==> src/hdl/abcb_pkg.sv <==
`timescale 1ns / 1ps

package abcb_pkg;

    localparam int DEST_MAX_WIDTH  = 64;
    localparam int DEST_MAX_HEIGHT = 64;
    localparam int SOURCE_MAX_SIDE = 64;

    localparam int STORE_DEPTH = DEST_MAX_WIDTH * DEST_MAX_HEIGHT;
    localparam int ADDR_W      = 12;
    localparam int STORE_AW    = $clog2(STORE_DEPTH);

    localparam int PIX_W     = 32;
    localparam int CH_W      = 8;
    localparam int NUM_CH    = 3;
    localparam int ALPHA_LSB = 24;
    localparam logic [CH_W-1:0] ALPHA_OPAQUE = 8'hFF;
    localparam logic [CH_W-1:0] ALPHA_CLEAR  = 8'h00;

    localparam int SIZE_W   = 7;
    localparam int OFS_W    = 8;
    localparam int SCOL_W   = $clog2(SOURCE_MAX_SIDE);
    localparam int DCOL_W   = $clog2(DEST_MAX_WIDTH);
    localparam int DROW_W   = $clog2(DEST_MAX_HEIGHT);
    localparam int POS_W    = ((OFS_W > SCOL_W + 1) ? OFS_W : SCOL_W + 1) + 1;

    localparam int CFG_IDX_W  = 3;
    localparam int CFG_DATA_W = 8;

    localparam int IN_TDATA_W   = ((PIX_W + 7) / 8) * 8;
    localparam int OUT_VAL_LSB  = ADDR_W;
    localparam int OUT_TDATA_W  = ((ADDR_W + PIX_W + 7) / 8) * 8;
    localparam int OUT_TUSER_W  = 2;

    localparam int FIFO_DEPTH = 3;
    localparam int FIFO_PW    = $clog2(FIFO_DEPTH);
    localparam int FIFO_CW    = $clog2(FIFO_DEPTH + 1);

    typedef enum logic [CFG_IDX_W-1:0] {
        CFG_DEST_WIDTH    = 3'd0,
        CFG_DEST_HEIGHT   = 3'd1,
        CFG_SOURCE_WIDTH  = 3'd2,
        CFG_SOURCE_HEIGHT = 3'd3,
        CFG_OFFSET_X      = 3'd4,
        CFG_OFFSET_Y      = 3'd5
    } cfg_reg_t;

    typedef struct packed {
        logic              in_frame;
        logic              we;
        logic [ADDR_W-1:0] addr;
        logic [PIX_W-1:0]  val;
        logic              eos;
    } out_item_t;

    typedef struct packed {
        logic             we;
        logic [PIX_W-1:0] val;
    } blend_res_t;

    // zero counts as one, anything above the limit as the limit
    function automatic logic [SIZE_W-1:0] fit_size(input logic [SIZE_W-1:0] v,
                                                   input logic [SIZE_W-1:0] lim);
        logic [SIZE_W-1:0] r;
        if (v == '0) begin
            r = SIZE_W'(1);
        end else if (v > lim) begin
            r = lim;
        end else begin
            r = v;
        end
        return r;
    endfunction

endpackage

==> src/hdl/abcb_blend.sv <==
`timescale 1ns / 1ps

module abcb_blend (
    input  logic [abcb_pkg::PIX_W-1:0] src_pixel,
    input  logic [abcb_pkg::PIX_W-1:0] dst_pixel,
    output abcb_pkg::blend_res_t       res
);
    import abcb_pkg::*;

    logic [CH_W-1:0]     alpha;
    logic [CH_W-1:0]     inv_alpha;
    logic [2*CH_W-1:0]   mix   [NUM_CH];
    logic [2*CH_W:0]     rnd   [NUM_CH];
    logic [PIX_W-1:0]    mixed;

    assign alpha     = src_pixel[ALPHA_LSB +: CH_W];
    assign inv_alpha = ALPHA_OPAQUE - alpha;

    // divide by 255 as (v + 1 + (v >> 8)) >> 8, exact for every v up to 65534
    always_comb begin
        mixed = '0;
        mixed[ALPHA_LSB +: CH_W] = ALPHA_OPAQUE;
        for (int i = 0; i < NUM_CH; i++) begin
            mix[i] = src_pixel[i*CH_W +: CH_W] * alpha
                   + dst_pixel[i*CH_W +: CH_W] * inv_alpha;
            rnd[i] = (2*CH_W+1)'(mix[i]) + (2*CH_W+1)'(1)
                   + (2*CH_W+1)'(mix[i] >> CH_W);
            mixed[i*CH_W +: CH_W] = rnd[i][CH_W +: CH_W];
        end
    end

    always_comb begin
        res.we = (alpha != ALPHA_CLEAR);
        if (alpha == ALPHA_OPAQUE) begin
            res.val = src_pixel;
        end else if (alpha == ALPHA_CLEAR) begin
            res.val = dst_pixel;
        end else begin
            res.val = mixed;
        end
    end

endmodule

==> config.mk <==
export PLATFORM = sky130hd
export DESIGN_NAME = abcb_blend
export DESIGN_NICKNAME = d
export VERILOG_FILES = /design/src/hdl/abcb_pkg.sv /design/src/hdl/abcb_blend.sv
export SDC_FILE = /design/constraint.sdc
export NUM_CORES = 1
export LEC_CHECK = 0
export ABC_AREA = 0
export BUFFER_PORTS_ARGS = -buffer_cell sky130_fd_sc_hd__buf_2
export CAP_MARGIN = 20
export CORE_MARGIN = 2
export CORE_UTILIZATION = 25
export DETAILED_ROUTE_END_ITERATION = 8
export PLACE_DENSITY_LB_ADDON = 0.05
export SLEW_MARGIN = 5
export SYNTH_ARGS = -nofsm -noshare
export SYNTH_HDL_FRONTEND = slang
export SYNTH_SLANG_ARGS = --single-unit
==> constraint.sdc <==
create_clock -name vclk -period 11.7
set_input_delay 1.755 -clock vclk [all_inputs]
set_output_delay 1.755 -clock vclk [all_outputs]
set_load 0.005 [all_outputs]
==> results.py <==
metrics = {
    "grt": {
        "grtUsageTotal_pct": 15.83,
        "grt_max_degree": 34,
        "grt_util_met2_pct": 28.98,
        "grt_antenna_before_repair": 4,
        "gr-usage-met3_pct": 0.4024,
        "overflow": 0,
        "grt_first_pass_wirelength_um": 76890,
        "grt_util_met1_pct": 21.84,
        "grt_pass1_vias": 12870,
        "grt.busiest_layer": "met2",
    },
    "yosys": {
        "netlist.area_leader.share_pct": 37.67,
        "synth_top_cell_by_area": "fa_1",
        "yosysWarnings": 0,
        "ys_top_cells_by_area": "fa_1 38%, ha_1 17%, inv_1 10%",
        "synth_cell_types": 79,
        "synth_common_cells": "427 x inv_1, 288 x fa_1, 204 x ha_1",
        "postSynthCellCount": 1786,
        "synth-seq-area-share_pct": 0,
        "syn_avg_cell_area_um2": 8.569,
        "synth.most_common_cell": "inv_1",
        "netlist_area_mm2": 0.01530,
    },
    "flow_run": {
        "cap_violations": 0,
    },
    "critical_path": {
        "worstPathMaxFanout": 20,
        "endpoint_kind": "output pin",
        "cp-start-kind": "input pin",
        "path_class": "input pin to output pin",
        "worstPathRequired_ns": 9.95,
        "arrival_ns": 9.49,
    },
    "timing": {
        "fin_crit_ns": 11.24,
        "relSlewSlack_pct": 41.77,
        "finalCritPeriodShare_pct": 96.09,
        "rsz0062_at_grt": "false",
        "finalSetupViolations": 0,
        "tns_ns": 0,
        "worstMarginPinSlew_ns": 0.8613,
        "slew_violations": 0,
        "hold_violations": 0,
        "max_freq_ghz": 0.08895,
    },
    "run_status": {
        "outcome": "completed",
    },
    "layout": {
        "syn_to_final_growth_pct": 9.860,
        "fin_area_mm2": 0.01681,
        "fin_cells": 2634,
        "drive_gt1_share_pct": 8.860,
        "final-seq-area_um2": 0,
        "utilization_pct": 27.80,
        "clkbuf_count": 0,
        "num-nets-final": 2409,
        "design.seq.count": 0,
    },
    "placement": {
        "dp_cells": 2633,
        "numPortBuffers": 97,
        "hpwl_um": 39640,
        "dpl_cell_area_mm2": 0.01679,
        "place_congestion": 0.7661,
    },
    "drt": {
        "dr.first_iter.drc_count": 429,
        "avgViaCountPerCell": 4.518,
        "firstDrtPassIters": 5,
        "drc": 0,
        "wirelength_um": 49040,
        "ant_nets": 0,
        "wl_per_cell_um": 18.62,
        "vias": 11900,
    },
    "min_path": {
        "hold_class": "input pin to output pin",
    },
    "floorplanning": {
        "die_area_mm2": 0.06321,
        "die-width_um": 251.4,
        "ios": 97,
        "core-area_mm2": 0.06047,
        "die_h_um": 251.4,
        "initial_core_util_pct": 25.31,
        "rows": 90,
    },
}
[metal layers]
metal / wire length (um) / share of wire (%) / up-vias
li1: - / - / 5654
met1: 23080 / 47 / 6079
met2: 24940 / 51 / 147
met3: 751 / 1.5 / 20
met4: 267 / 0.54 / 0
met5: 0 / 0 / -
[layout by cell type (no fill, tap or decap), types with 4 or more instances in the layout]
cell	count
a21oi_1	27
o211ai_1	8
a21o_1	11
and2_1	117
inv_1	427
mux2i_1	7
a31o_2	5
o21a_1	15
nor2b_1	119
nand3_1	20
nor4_1	9
mux2_2	8
nand2_1	103
nand4_1	4
buf_4	21
a211oi_1	7
fa_1	288
a22oi_1	13
nand2b_1	84
nor2_1	37
xnor2_1	32
nor3_1	17
a22o_1	6
buf_2	95
or3_1	17
or4_1	6
xor2_1	11
and3_1	6
o21bai_1	4
a31oi_1	8
ha_1	204
o21ai_0	33
[layout make-up]
cell class	count	area, um2
timing repair buffer	122	719.4
inverter	427	1603
tap	782	978.4
fill	6634	43660
antenna	1	2.502
multi-input combinational	1302	13510
[kinds of logic after synthesis]
kind of cell	share of synthesized area, %
AO/OA/AOI/OAI	8.847
adder cells (fa/ha/maj)	54.49
other	0.02450
XOR/XNOR	2.747
multiplexers	1.047
AND/OR/NAND/NOR	20.91
buffers and inverters	11.93
[stage by stage]
step / hold WS, ns / setup slack [ns]
6_report: 3.762 / 0.4580
5_1_grt: 3.777 / 0.06665
4_1_cts: 3.764 / 0.2362
3_5_place_dp: 3.763 / 0.2608
3_3_place_gp: 3.764 / 0.2994
2_1_floorplan: 3.601 / 0.9398
[final timing paths]
| kind | startpoint | end | slack, ns | cells after the start |
|---|---|---|---|---|
| setup / recovery | src_pixel[29] | res[10] | 0.46 | 26 |
| hold / removal | dst_pixel[31] | res[31] | 3.76 | 3 |
[critical path, stage by stage]
cell       delay [ns]
buf_2            0.43
nand2_1          0.15
fa_1             0.56
fa_1             0.44
fa_1             0.52
inv_1            0.06
fa_1             0.59
fa_1             0.44
fa_1             0.47
ha_1             0.25
nor3_1           0.20
o21ai_0          0.18
a31oi_1          0.35
nor3_1           0.09
a211oi_1         0.28
buf_4            0.18
inv_1            0.06
ha_1             0.19
or3_1            0.38
a2111oi_0        0.59
o21ai_0          0.23
a211o_1          0.34
o211ai_2         0.15
nor3_1           0.08
o31ai_1          0.33
buf_2            0.18
[timing repair]
item | CTS | global route
gates resized for setup | 0 | 4
endpoints found under the setup margin | 0 | 2
buffers inserted | 0 | 0
hold buffers | 0 | 0
hold endpoints to repair | 0 | 0
