**src/hdl/abcb_pkg.sv**
```systemverilog
`timescale 1ns / 1ps

package abcb_pkg;

    localparam int DEST_MAX_WIDTH  = 64;
    localparam int DEST_MAX_HEIGHT = 64;
    localparam int SOURCE_MAX_SIDE = 64;

    localparam int STORE_DEPTH = DEST_MAX_WIDTH * DEST_MAX_HEIGHT;
    localparam int ADDR_W      = 12;
    localparam int STORE_AW    = $clog2(STORE_DEPTH);

    localparam int PIX_W     = 32;
    localparam int CH_W      = 8;
    localparam int NUM_CH    = 3;
    localparam int ALPHA_LSB = 24;
    localparam logic [CH_W-1:0] ALPHA_OPAQUE = 8'hFF;
    localparam logic [CH_W-1:0] ALPHA_CLEAR  = 8'h00;

    localparam int SIZE_W   = 7;
    localparam int OFS_W    = 8;
    localparam int SCOL_W   = $clog2(SOURCE_MAX_SIDE);
    localparam int DCOL_W   = $clog2(DEST_MAX_WIDTH);
    localparam int DROW_W   = $clog2(DEST_MAX_HEIGHT);
    localparam int POS_W    = ((OFS_W > SCOL_W + 1) ? OFS_W : SCOL_W + 1) + 1;

    localparam int CFG_IDX_W  = 3;
    localparam int CFG_DATA_W = 8;

    localparam int IN_TDATA_W   = ((PIX_W + 7) / 8) * 8;
    localparam int OUT_VAL_LSB  = ADDR_W;
    localparam int OUT_TDATA_W  = ((ADDR_W + PIX_W + 7) / 8) * 8;
    localparam int OUT_TUSER_W  = 2;

    localparam int FIFO_DEPTH = 3;
    localparam int FIFO_PW    = $clog2(FIFO_DEPTH);
    localparam int FIFO_CW    = $clog2(FIFO_DEPTH + 1);

    typedef enum logic [CFG_IDX_W-1:0] {
        CFG_DEST_WIDTH    = 3'd0,
        CFG_DEST_HEIGHT   = 3'd1,
        CFG_SOURCE_WIDTH  = 3'd2,
        CFG_SOURCE_HEIGHT = 3'd3,
        CFG_OFFSET_X      = 3'd4,
        CFG_OFFSET_Y      = 3'd5
    } cfg_reg_t;

    typedef struct packed {
        logic              in_frame;
        logic              we;
        logic [ADDR_W-1:0] addr;
        logic [PIX_W-1:0]  val;
        logic              eos;
    } out_item_t;

    typedef struct packed {
        logic             we;
        logic [PIX_W-1:0] val;
    } blend_res_t;

    // zero counts as one, anything above the limit as the limit
    function automatic logic [SIZE_W-1:0] fit_size(input logic [SIZE_W-1:0] v,
                                                   input logic [SIZE_W-1:0] lim);
        logic [SIZE_W-1:0] r;
        if (v == '0) begin
            r = SIZE_W'(1);
        end else if (v > lim) begin
            r = lim;
        end else begin
            r = v;
        end
        return r;
    endfunction

endpackage

```
**src/hdl/abcb_out_fifo.sv**
```systemverilog
`timescale 1ns / 1ps

module abcb_out_fifo (
    input  logic                          aclk,
    input  logic                          aresetn,
    input  logic                          push,
    input  abcb_pkg::out_item_t           push_item,
    input  logic                          pop,
    output abcb_pkg::out_item_t           head,
    output logic                          not_empty,
    output logic [abcb_pkg::FIFO_CW-1:0]  count
);
    import abcb_pkg::*;

    out_item_t            entry_reg [FIFO_DEPTH];
    logic [FIFO_PW-1:0]   wr_ptr_reg, wr_ptr_next;
    logic [FIFO_PW-1:0]   rd_ptr_reg, rd_ptr_next;
    logic [FIFO_CW-1:0]   count_reg, count_next;

    function automatic logic [FIFO_PW-1:0] bump(input logic [FIFO_PW-1:0] p);
        logic [FIFO_PW-1:0] r;
        if (p == FIFO_PW'(FIFO_DEPTH - 1)) begin
            r = '0;
        end else begin
            r = p + FIFO_PW'(1);
        end
        return r;
    endfunction

    always_comb begin
        wr_ptr_next = push ? bump(wr_ptr_reg) : wr_ptr_reg;
        rd_ptr_next = pop ? bump(rd_ptr_reg) : rd_ptr_reg;
        count_next  = count_reg + FIFO_CW'(push) - FIFO_CW'(pop);
    end

    always_ff @(posedge aclk) begin
        if (!aresetn) begin
            wr_ptr_reg <= '0;
            rd_ptr_reg <= '0;
            count_reg  <= '0;
        end else begin
            wr_ptr_reg <= wr_ptr_next;
            rd_ptr_reg <= rd_ptr_next;
            count_reg  <= count_next;
        end
    end

    always_ff @(posedge aclk) begin
        if (push) begin
            entry_reg[wr_ptr_reg] <= push_item;
        end
    end

    assign head      = entry_reg[rd_ptr_reg];
    assign not_empty = (count_reg != '0);
    assign count     = count_reg;

endmodule

```
**config.mk**
```make
export PLATFORM = sky130hd
export DESIGN_NAME = abcb_out_fifo
export DESIGN_NICKNAME = d
export VERILOG_FILES = /design/src/hdl/abcb_pkg.sv /design/src/hdl/abcb_out_fifo.sv
export SDC_FILE = /design/constraint.sdc
export NUM_CORES = 1
export LEC_CHECK = 0
export BUFFER_PORTS_ARGS = -buffer_cell sky130_fd_sc_hd__buf_4
export CAP_MARGIN = 20
export CORE_MARGIN = 4
export CORE_UTILIZATION = 50
export DETAILED_ROUTE_END_ITERATION = 10
export GPL_TIMING_DRIVEN = 0
export PLACE_DENSITY = 0.85
export SETUP_SLACK_MARGIN = 0.4
export SYNTH_ARGS = -nofsm -noshare
export SYNTH_HDL_FRONTEND = slang
export SYNTH_SLANG_ARGS = --single-unit
```
**constraint.sdc**
```tcl
create_clock -name aclk -period 5 [get_ports aclk]
set_input_delay 0.75 -clock aclk [delete_from_list [all_inputs] [get_ports aclk]]
set_output_delay 0.75 -clock aclk [all_outputs]
set_load 0.01 [all_outputs]
```
==> impl_metrics.csv, run 1 <==
group,metric,value,unit
outcome,status,"finished, final reports clean",
critical_path,crit_path_start_kind,"flip-flop",
route,detailroute.via_count,3082,
critical_path,end_kind,"output port",
route,wl_met3,670,µm
global_route,grt_max_degree,26,
clocking,cts-resized-gates,0,
clocking,clock_latency,510,ps
global_route,grtUsageTotal,17.03,%
power_and_ir_drop,power,2.985,mW
timing,drv_slew,0,
layout,largest_register_ffs,141,
layout,ff_latch_area,0.004394,mm²
floorplan,io_pins,101,
route,wl_per_cell,17.30,µm
synth,yosysUniqueCellTypes,22,
synth,ys_ff_latch,149,
critical_path,cpMostUsedCell,"buf_2",
route,ant_nets,0,
clocking,cts.clk_slew.worst_paths,60,ps
synth,postSynthAreaPerCell,16.99,µm²
power_and_ir_drop,p_leak,2.586,nW
layout,syn_to_final_growth,28.95,%
layout,fillers,757,
critical_path,worstPathArrival,1730,ps
global_route,grt_overflow,0,
timing,fin_crit,2479,ps
floorplan,initial_core_util,51.17,%
global_route,antenna_found_initial,0,
timing,tns,0,ps
place,gp_congestion,0.7254,
timing,period_share,49.59,%
floorplan,dieArea,0.01290,mm²
critical_path,crit_chain,"buf_2, buf_2, nand2_1, o21ai_1, buf_4",
synth,syn_nets,381,
clocking,cts_tree,"done",
route,dr.pass1.iters,4,
layout,final_util,65.98,%
critical_path,cp_num_buf_inv,3,
clocking,post_cts_buffers,0,
timing,setup_viol,0,
critical_path,critPathMaxFanout,10,
critical_path,max_stage_delay,360,ps
layout,diodes,0,
power_and_ir_drop,vdd.ir_drop.worst,0.0002492,V
critical_path,cp_data_required_time,4250,ps
timing,fin_worst_skew,5.638,ps
place,port_buffers,100,
layout,nets,505,
route,drc_errors,0,
layout,final_cell_mix,"edfxtp_1 (141), buf_4 (101), nand2_1 (48)",
power_and_ir_drop,power_density,415.5,mW/mm²
layout,drive_gt1_share,32.26,%
timing,tightest_slew,768.6,ps
route,met2_length,5448,µm
clocking,cts_max_level,4,
clocking,cts_hold_buf,0,
route,drt_iter0_markers,115,
critical_path,critPathKind,"flip-flop to output port",
clocking,cts_buffers,17,
synth,ys_seq_area_share,78.87,%
route,drt_wl_total,10460,µm
floorplan,die_h,113.6,µm
floorplan,core.rowCount,38,
synth,syn_inst,328,
timing,grt_setup_unrepaired,"no",
critical_path,crit_slowest_cell,"dfxtp_1",
route,viasPerCell,5.094,
synth,syn_area,0.005572,mm²
flow_run,max-cap-violations,0,
global_route,grt_pass1_vias,3270,
layout,final_common_cell,"edfxtp_1",
place,place_inst,573,
clocking,cts_root_buf,"clkbuf_8",
clocking,clock_path_buffers,2,
place,dp_hpwl,6999,µm
route,met1_length,4176,µm
timing,fmax,0.4033,GHz
layout,multi_input_area,0.001060,mm²
synth,ys_warn_count,0,
floorplan,die_w,113.6,µm
clocking,clkSinkCount,149,
critical_path,crit_family,"buffers and inverters",
global_route,grt_pass1_wl,16410,µm
route,highest_layer,"met4",
timing,final-hold-violation-count,0,
min_path,hp-class,"primary input to flip-flop",
floorplan,core,0.01089,mm²
timing,relSlewSlack,48.64,%
layout,instances_no_fill,605,
==> power by group <==
group	internal [mW]	total (mW)	switching, mW
logic	0.156	0.308	0.152
registers	1.43	1.45	0.0181
clock network	0.761	1.23	0.470
==> cell type report <==
cell class              instances  area share (%)
flip-flops and latches        149           61.16
inverters                       3          0.1567
well taps                     140           2.438
clock inverters                12           2.194
repair buffers                105           11.63
multi-input cells             161           14.75
clock buffers                  20           5.921
plain buffers                  15           1.742
==> metal layers <==
layer	track usage, %	vias up
met5	0	-
met4	6.010	0
met3	4.775	14
met2	29.84	95
met1	20.15	1489
li1	-	1484
==> Yosys cell counts <==
| library cell | n | area share (%) |
|---|---|---|
| buf_4 | 1 | 0.13 |
| mux2i_1 | 47 | 8.4 |
| nor2b_1 | 3 | 0.34 |
| o21ai_1 | 47 | 4.2 |
| xnor3_1 | 1 | 0.40 |
| nand3b_1 | 2 | 0.27 |
| buf_12 | 3 | 1.1 |
| o21a_1 | 2 | 0.27 |
| and2_1 | 1 | 0.11 |
| nor2_1 | 1 | 0.067 |
| a21boi_0 | 2 | 0.27 |
| clkbuf_1 | 3 | 0.20 |
| buf_2 | 7 | 0.63 |
| nor3b_1 | 2 | 0.27 |
| nand2b_1 | 2 | 0.22 |
| ha_1 | 2 | 0.45 |
| or2_2 | 1 | 0.11 |
| buf_6 | 1 | 0.20 |
| edfxtp_1 | 141 | 76 |
| nand2_1 | 48 | 3.2 |
| dfxtp_1 | 8 | 2.9 |
| inv_1 | 3 | 0.20 |
==> path summary, 6_finish.rpt <==
check | from | to | slack, ps | cells after the start
worst min register to register | rd_ptr_reg[1] | rd_ptr_reg[1] | 550 | 2
worst min-delay path | push_item[18] | entry_reg[1][18] | 430 | 1
worst max register to register | wr_ptr_reg[1] | entry_reg[2][19] | 3270 | 3
worst max-delay path | flip-flop | head[37] | 2520 | 5
==> cell families (layout without fill, tap and decap cells) <==
logic type,Yosys count,after routing,synth area share (%)
flip-flops,149,149,78.87
AND/OR/NAND/NOR,60,60,4.626
AO/OA/AOI/OAI,51,51,4.761
multiplexers,47,47,8.444
buffers and inverters,18,155,2.448
adder cells (fa/ha/maj),2,2,0.4491
XOR/XNOR,1,1,0.4042
==> metrics by stage <==
stage / instance area, µm² / setup WS, ps / hold slack, ps
2_1_floorplan: 5577 / 1767 / 481.0
3_3_place_gp: 6502 / 373.3 / 492.0
3_5_place_dp: 6601 / 2806 / 539.2
4_1_cts: 7184 / 2464 / 404.7
5_1_grt: 7184 / 2369 / 403.2
6_report: 7184 / 2521 / 431.2
Power figures use the tool's default switching activity.
==> run 2: changes to the inputs <==
Clock period 5 ns to 2 ns, I/O delays scaled along.
==> run 2 against run 1 <==
  * Power rose to 2.6 times the previous value
  * Combinational power grew to 3.1 times the previous value
  * Routed wire length rose by 12%
  * First-iteration DRC count up 30%
  * Die area did not move
  * Flip-flop and latch count stayed put
  * Clock power rose to 2.6 times the previous value
  * Global-route usage is 1.1 points higher
  * Critical endpoint is now head[22]
==> impl_metrics.csv, run 2 (same netlist as run 1, synthesis figures left out) <==
group,metric,value,unit
min_path,min_from,"aresetn",
layout,nets,565,
flow_run,max-cap-violations,0,
timing,final-hold-violation-count,0,
min_path,hp-class,"primary input to flip-flop",
global_route,grt_overflow,0,
clocking,clock_path_buffers,2,
clocking,cts_root_buf,"clkbuf_8",
route,dr.pass1.iters,4,
power_and_ir_drop,power,7.771,mW
critical_path,r2r_slack,430,ps
place,dp_hpwl,6663,µm
layout,syn_to_final_growth,43.07,%
clocking,cts.clk_slew.worst_paths,60,ps
critical_path,worstPathArrival,1620,ps
timing,relSlewSlack,50.33,%
floorplan,die_w,113.6,µm
place,postPlaceCellArea,0.006645,mm²
clocking,cts_buffers,17,
critical_path,reg2reg_to,"entry_reg[1][46]",
layout,diodes,0,
critical_path,critPathMaxFanout,5,
critical_path,end_kind,"output port",
timing,grt_setup_unrepaired,"yes",
clocking,cts_max_level,4,
timing,fin_worst_skew,5.206,ps
global_route,grt_pass1_wl,17490,µm
layout,ff_latch_area,0.004405,mm²
timing,drv_slew,0,
timing,setup_viol,0,
floorplan,initial_core_util,51.17,%
route,viasPerCell,5.056,
min_path,hold_path_end,"wr_ptr_reg[0]",
critical_path,cp_data_required_time,1700,ps
layout,largest_register_ffs,141,
layout,drive_gt1_share,33.02,%
place,gp_congestion,0.7090,
route,wl_per_cell,17.61,µm
global_route,grt_max_degree,27,
power_and_ir_drop,vdd.ir_drop.worst,0.0006196,V
power_and_ir_drop,power_density,974.8,mW/mm²
timing,fmax,0.5196,GHz
critical_path,r2r_start,"wr_ptr_reg[1]",
clocking,cts_tree,"done",
global_route,grtUsageTotal,18.18,%
layout,final_common_cell,"edfxtp_1",
critical_path,crit_path_start_kind,"flip-flop",
outcome,status,"finished, final reports clean",
clocking,clkSinkCount,149,
floorplan,core,0.01089,mm²
route,ant_nets,0,
critical_path,worstRegToRegCells,3,
floorplan,dieArea,0.01290,mm²
floorplan,io_pins,101,
min_path,hold_depth,2,
route,drt_wl_total,11700,µm
timing,tightest_slew,744.3,ps
clocking,clock_latency,500,ps
route,drt_iter0_markers,149,
power_and_ir_drop,p_leak,2.908,nW
timing,whs,46.11,ps
floorplan,die_h,113.6,µm
floorplan,core.rowCount,38,
route,drc_errors,0,
layout,fillers,662,
layout,final_util,73.21,%
place,port_buffers,100,
layout,postLayoutCellArea,0.007971,mm²
global_route,antenna_found_initial,0,
route,detailroute.via_count,3357,
timing,period_share,96.22,%
critical_path,critPathKind,"flip-flop to output port",
global_route,grt_pass1_vias,3373,
timing,fin_crit,1924,ps
layout,final_cell_mix,"edfxtp_1 (141), buf_4 (106), nand2_1 (48)",
layout,multi_input_area,0.001077,mm²
-- run 2: cell count changes in the layout (fill, tap and decap cells not counted), moves of 4 or more --
cell / before / now
buf_2: 7 / 1
buf_4: 101 / 106
buf_6: 1 / 6
clkbuf_1: 6 / 1
clkbuf_16: 16 / 20
dfxtp_1: 8 / 3
dlygate4sd3_1: 0 / 47
-- run 2: layer usage --
layer	GRT usage, %	up-vias	wire length, µm
li1	-	1614	-
met1	21.82	1633	4780
met2	32.47	97	6211
met3	4.562	13	590
met4	5.288	0	114
met5	0	-	0
-- run 2: worst max path at each step --
stage | end | cells after the start
finish | head[22] | 5
CTS | head[11] | 5
detailed placement | entry_reg[1][0] | 4
global route | head[9] | 5
global placement | entry_reg[0][31] | 2
floorplan | entry_reg[0][0] | 1
-- run 2: repair_timing --
action | in CTS | in global routing
endpoints found under the hold margin | 141 | 0
setup buffers | 4 | 2
setup endpoints to repair | 113 | 59
cloned | 3 | 4
hold buffers | 47 | 0
pin swaps | 2 | 3
resized for setup | 19 | 10
-- run 2: final cells by class --
type	count	share of cell area, %
well taps	140	2.197
repair buffers	163	19.04
multi-input cells	162	13.51
clock buffers	18	5.243
clock inverters	13	2.276
flip-flops and latches	149	55.27
repair inverters	1	0.09418
inverters	3	0.1884
plain buffers	15	2.182
-- run 2: report_power, final --
part | total (mW) | switching [mW] | internal (mW) | leakage [nW]
Clock | 3.19 | 1.17 | 2.02 | 0.283
Sequential | 3.62 | 0.0464 | 3.57 | 1.37
Combinational | 0.964 | 0.431 | 0.534 | 1.25
Total | 7.77 | 1.65 | 6.12 | 2.91
-- run 2: stage by stage --
stage | worst slack (ps) | cells | setup TNS [ps]
after floorplan | -38.00 | 328 | -1786
after global placement | -915.6 | 568 | -55040
after detailed placement | 238.4 | 573 | 0
after CTS | 66.21 | 658 | 0
after global routing | 0.3861 | 664 | 0
final | 75.52 | 664 | 0
-- run 2: worst max-delay path: stages, from the launching register on --
cell and delay (ps):
dfxtp_4 380, buf_12 150, clkbuf_16 150, mux2i_1 180, o21ai_1 90, buf_4 160
==> run 3: changes to the inputs <==
==> constraint.sdc (replaced) <==
create_clock -name aclk -period 2 [get_ports aclk]
set_input_delay 0.3 -clock aclk [delete_from_list [all_inputs] [get_ports aclk]]
set_output_delay 0.3 -clock aclk [all_outputs]
set_load 0.1 [all_outputs]
==> run 3 against run 2 <==
  * The flow now finishes with violations (setup timing)
  * Die area stayed put
  * Critical endpoint is now head[34]
  * Register-to-register slack better by 70 ps
  * Design area is 20% higher
  * Hold slack better by 10 ps
  * Highest routed layer unchanged
  * Routed wire length is 34% higher
==> impl_metrics.csv, run 3 (same netlist as run 1, synthesis figures left out) <==
group,metric,value,unit
outcome,status,"finished, violations left",
outcome,failed_checks,"setup timing",
critical_path,cp_data_required_time,1700,ps
flow_run,max-cap-violations,0,
layout,postLayoutCellArea,0.009527,mm²
clocking,clkSinkCount,149,
layout,nets,565,
timing,relSlewSlack,66.42,%
critical_path,critPathKind,"flip-flop to output port",
timing,drv_slew,0,
clocking,cts.clk_slew.worst_paths,60,ps
timing,fmax,0.4778,GHz
power_and_ir_drop,p_switching,2.862,mW
clocking,cts_tree,"done",
critical_path,cpMostUsedCell,"buf_12",
critical_path,critPathMaxFanout,8,
power_and_ir_drop,swShare,30.68,%
route,detailroute.via_count,3639,
global_route,grt_max_degree,34,
timing,period_share,104.6,%
timing,fin_worst_skew,6.550,ps
route,drc_errors,0,
clocking,cts_max_level,4,
floorplan,die_h,113.6,µm
power_and_ir_drop,power_frac_clock,33.0,%
layout,syn_to_final_growth,70.99,%
critical_path,crit_path_start_kind,"flip-flop",
floorplan,core,0.01089,mm²
critical_path,crit_chain,"buf_12, clkbuf_16, mux2i_4, o21ai_4, buf_12",
power_and_ir_drop,p_int,6.466,mW
route,wl_per_cell,23.60,µm
clocking,cts_root_buf,"clkbuf_8",
layout,drive_gt1_share,50.57,%
clocking,clock_path_buffers,2,
power_and_ir_drop,vdd.ir_drop.worst,0.0007060,V
route,drt_wl_total,15670,µm
route,ant_nets,0,
timing,fin_crit,2093,ps
power_and_ir_drop,p_comb_share,27.5,%
critical_path,crit_family,"buffers and inverters",
layout,final_common_cell,"edfxtp_1",
route,drt_iter0_markers,258,
global_route,grt_pass1_vias,4078,
place,postPlaceCellArea,0.007176,mm²
global_route,grt_pass1_wl,22160,µm
floorplan,core.rowCount,38,
power_and_ir_drop,p_leak,3.269,nW
layout,largest_register_ffs,141,
route,dr.pass1.iters,7,
clocking,clock_latency,510,ps
layout,final_util,87.50,%
global_route,grtUsageTotal,23.27,%
critical_path,worstPathArrival,1790,ps
layout,fillers,390,
floorplan,initial_core_util,51.17,%
power_and_ir_drop,seqPwrFrac,39.5,%
timing,tightest_slew,502.5,ps
clocking,cts_buffers,17,
global_route,grt_overflow,0,
min_path,hp-class,"primary input to flip-flop",
global_route,antenna_found_initial,0,
place,gp_congestion,0.7004,
critical_path,end_kind,"output port",
timing,final-hold-violation-count,0,
timing,grt_setup_unrepaired,"yes",
place,dp_hpwl,7215,µm
timing,setup_viol,47,
floorplan,dieArea,0.01290,mm²
critical_path,cp_num_buf_inv,3,
power_and_ir_drop,power_density,979.2,mW/mm²
layout,diodes,0,
critical_path,max_stage_delay,360,ps
route,viasPerCell,5.480,
critical_path,crit_slowest_cell,"dfxtp_4",
floorplan,io_pins,101,
floorplan,die_w,113.6,µm
timing,finalWorstSetupSlack,-92.81,ps
layout,final_cell_mix,"edfxtp_1 (141), buf_4 (61), nand2_1 (48)",
place,port_buffers,100,
-- run 3: changes by cell type in the layout (fill, tap and decap cells not counted), moves of 34 or more --
cell / change
o21ai_4: +47
mux2i_1: -44
o21ai_1: -47
buf_12: +34
mux2i_4: +43
buf_4: -45
-- run 3: repair_timing --
item / 4_1_cts / 5_1_grt
endpoints found under the hold margin: 141 / 0
hold buffers: 47 / 0
buffers inserted: 8 / 1
pin swaps: 7 / 14
gates resized for setup: 166 / 77
gates cloned: 2 / 2
setup endpoints to repair: 112 / 81
-- run 3: per-layer routing --
metal  share of wire (%)  wire length (µm)  global-route usage (%)
met1                  37              5734                   26.74
met2                  56              8701                   41.38
met3                 5.6               881                   6.313
met4                 2.2               350                   9.054
met5                   0                 0                       0
-- run 3: area by class of cell --
| type | count | area [µm²] | area share (%) |
|---|---|---|---|
| sequential | 149 | 4407 | 46.26 |
| multi-input combinational | 162 | 2156 | 22.63 |
| timing repair buffer | 164 | 2017 | 21.17 |
| clock buffer | 20 | 425.4 | 4.465 |
| buffer | 15 | 196.4 | 2.062 |
| tap | 140 | 175.2 | 1.839 |
| clock inverter | 11 | 135.1 | 1.418 |
| inverter | 3 | 15.01 | 0.1576 |
-- run 3: worst register-to-register path: stages (launching register included) --
cell,delay (ps)
dfxtp_2,350
inv_1,50
ha_1,280
inv_1,80
ha_1,210
xnor3_1,270
nor2b_1,180
-- run 3: worst paths after layout --
kind,startpoint,to,slack [ps],cells after the start
max,flip-flop,head[34],-90,5
min,aresetn,count[0],60,2
max reg2reg,count[0],count[1],500,6
min reg2reg,wr_ptr_reg[1],wr_ptr_reg[1],580,2
-- run 3: stage by stage --
| stage | setup slack, ps | hold slack (ps) | power (mW) | instances | setup TNS [ps] |
|---|---|---|---|---|---|
| floorplan | -38.00 | 398.9 | 5.132 | 328 | -1786 |
| global placement | -917.1 | 490.8 | 5.504 | 568 | -55410 |
| detailed placement | 53.04 | 495.5 | 5.555 | 573 | 0 |
| CTS | -81.61 | 6.217 | 9.012 | 661 | -2570 |
| global route | -137.2 | 33.22 | 9.588 | 664 | -4534 |
| finish | -92.81 | 56.31 | 9.328 | 664 | -2040 |
-- run 3: power groups by stage --
stage | Clock [mW] | Sequential (mW) | Combinational (mW)
5_1_grt | 3.27 | 3.69 | 2.63
3_3_place_gp | 0 | 3.68 | 1.82
2_1_floorplan | 0 | 3.74 | 1.39
6_report | 3.08 | 3.68 | 2.57
3_5_place_dp | 0 | 3.69 | 1.87
4_1_cts | 3.04 | 3.65 | 2.32
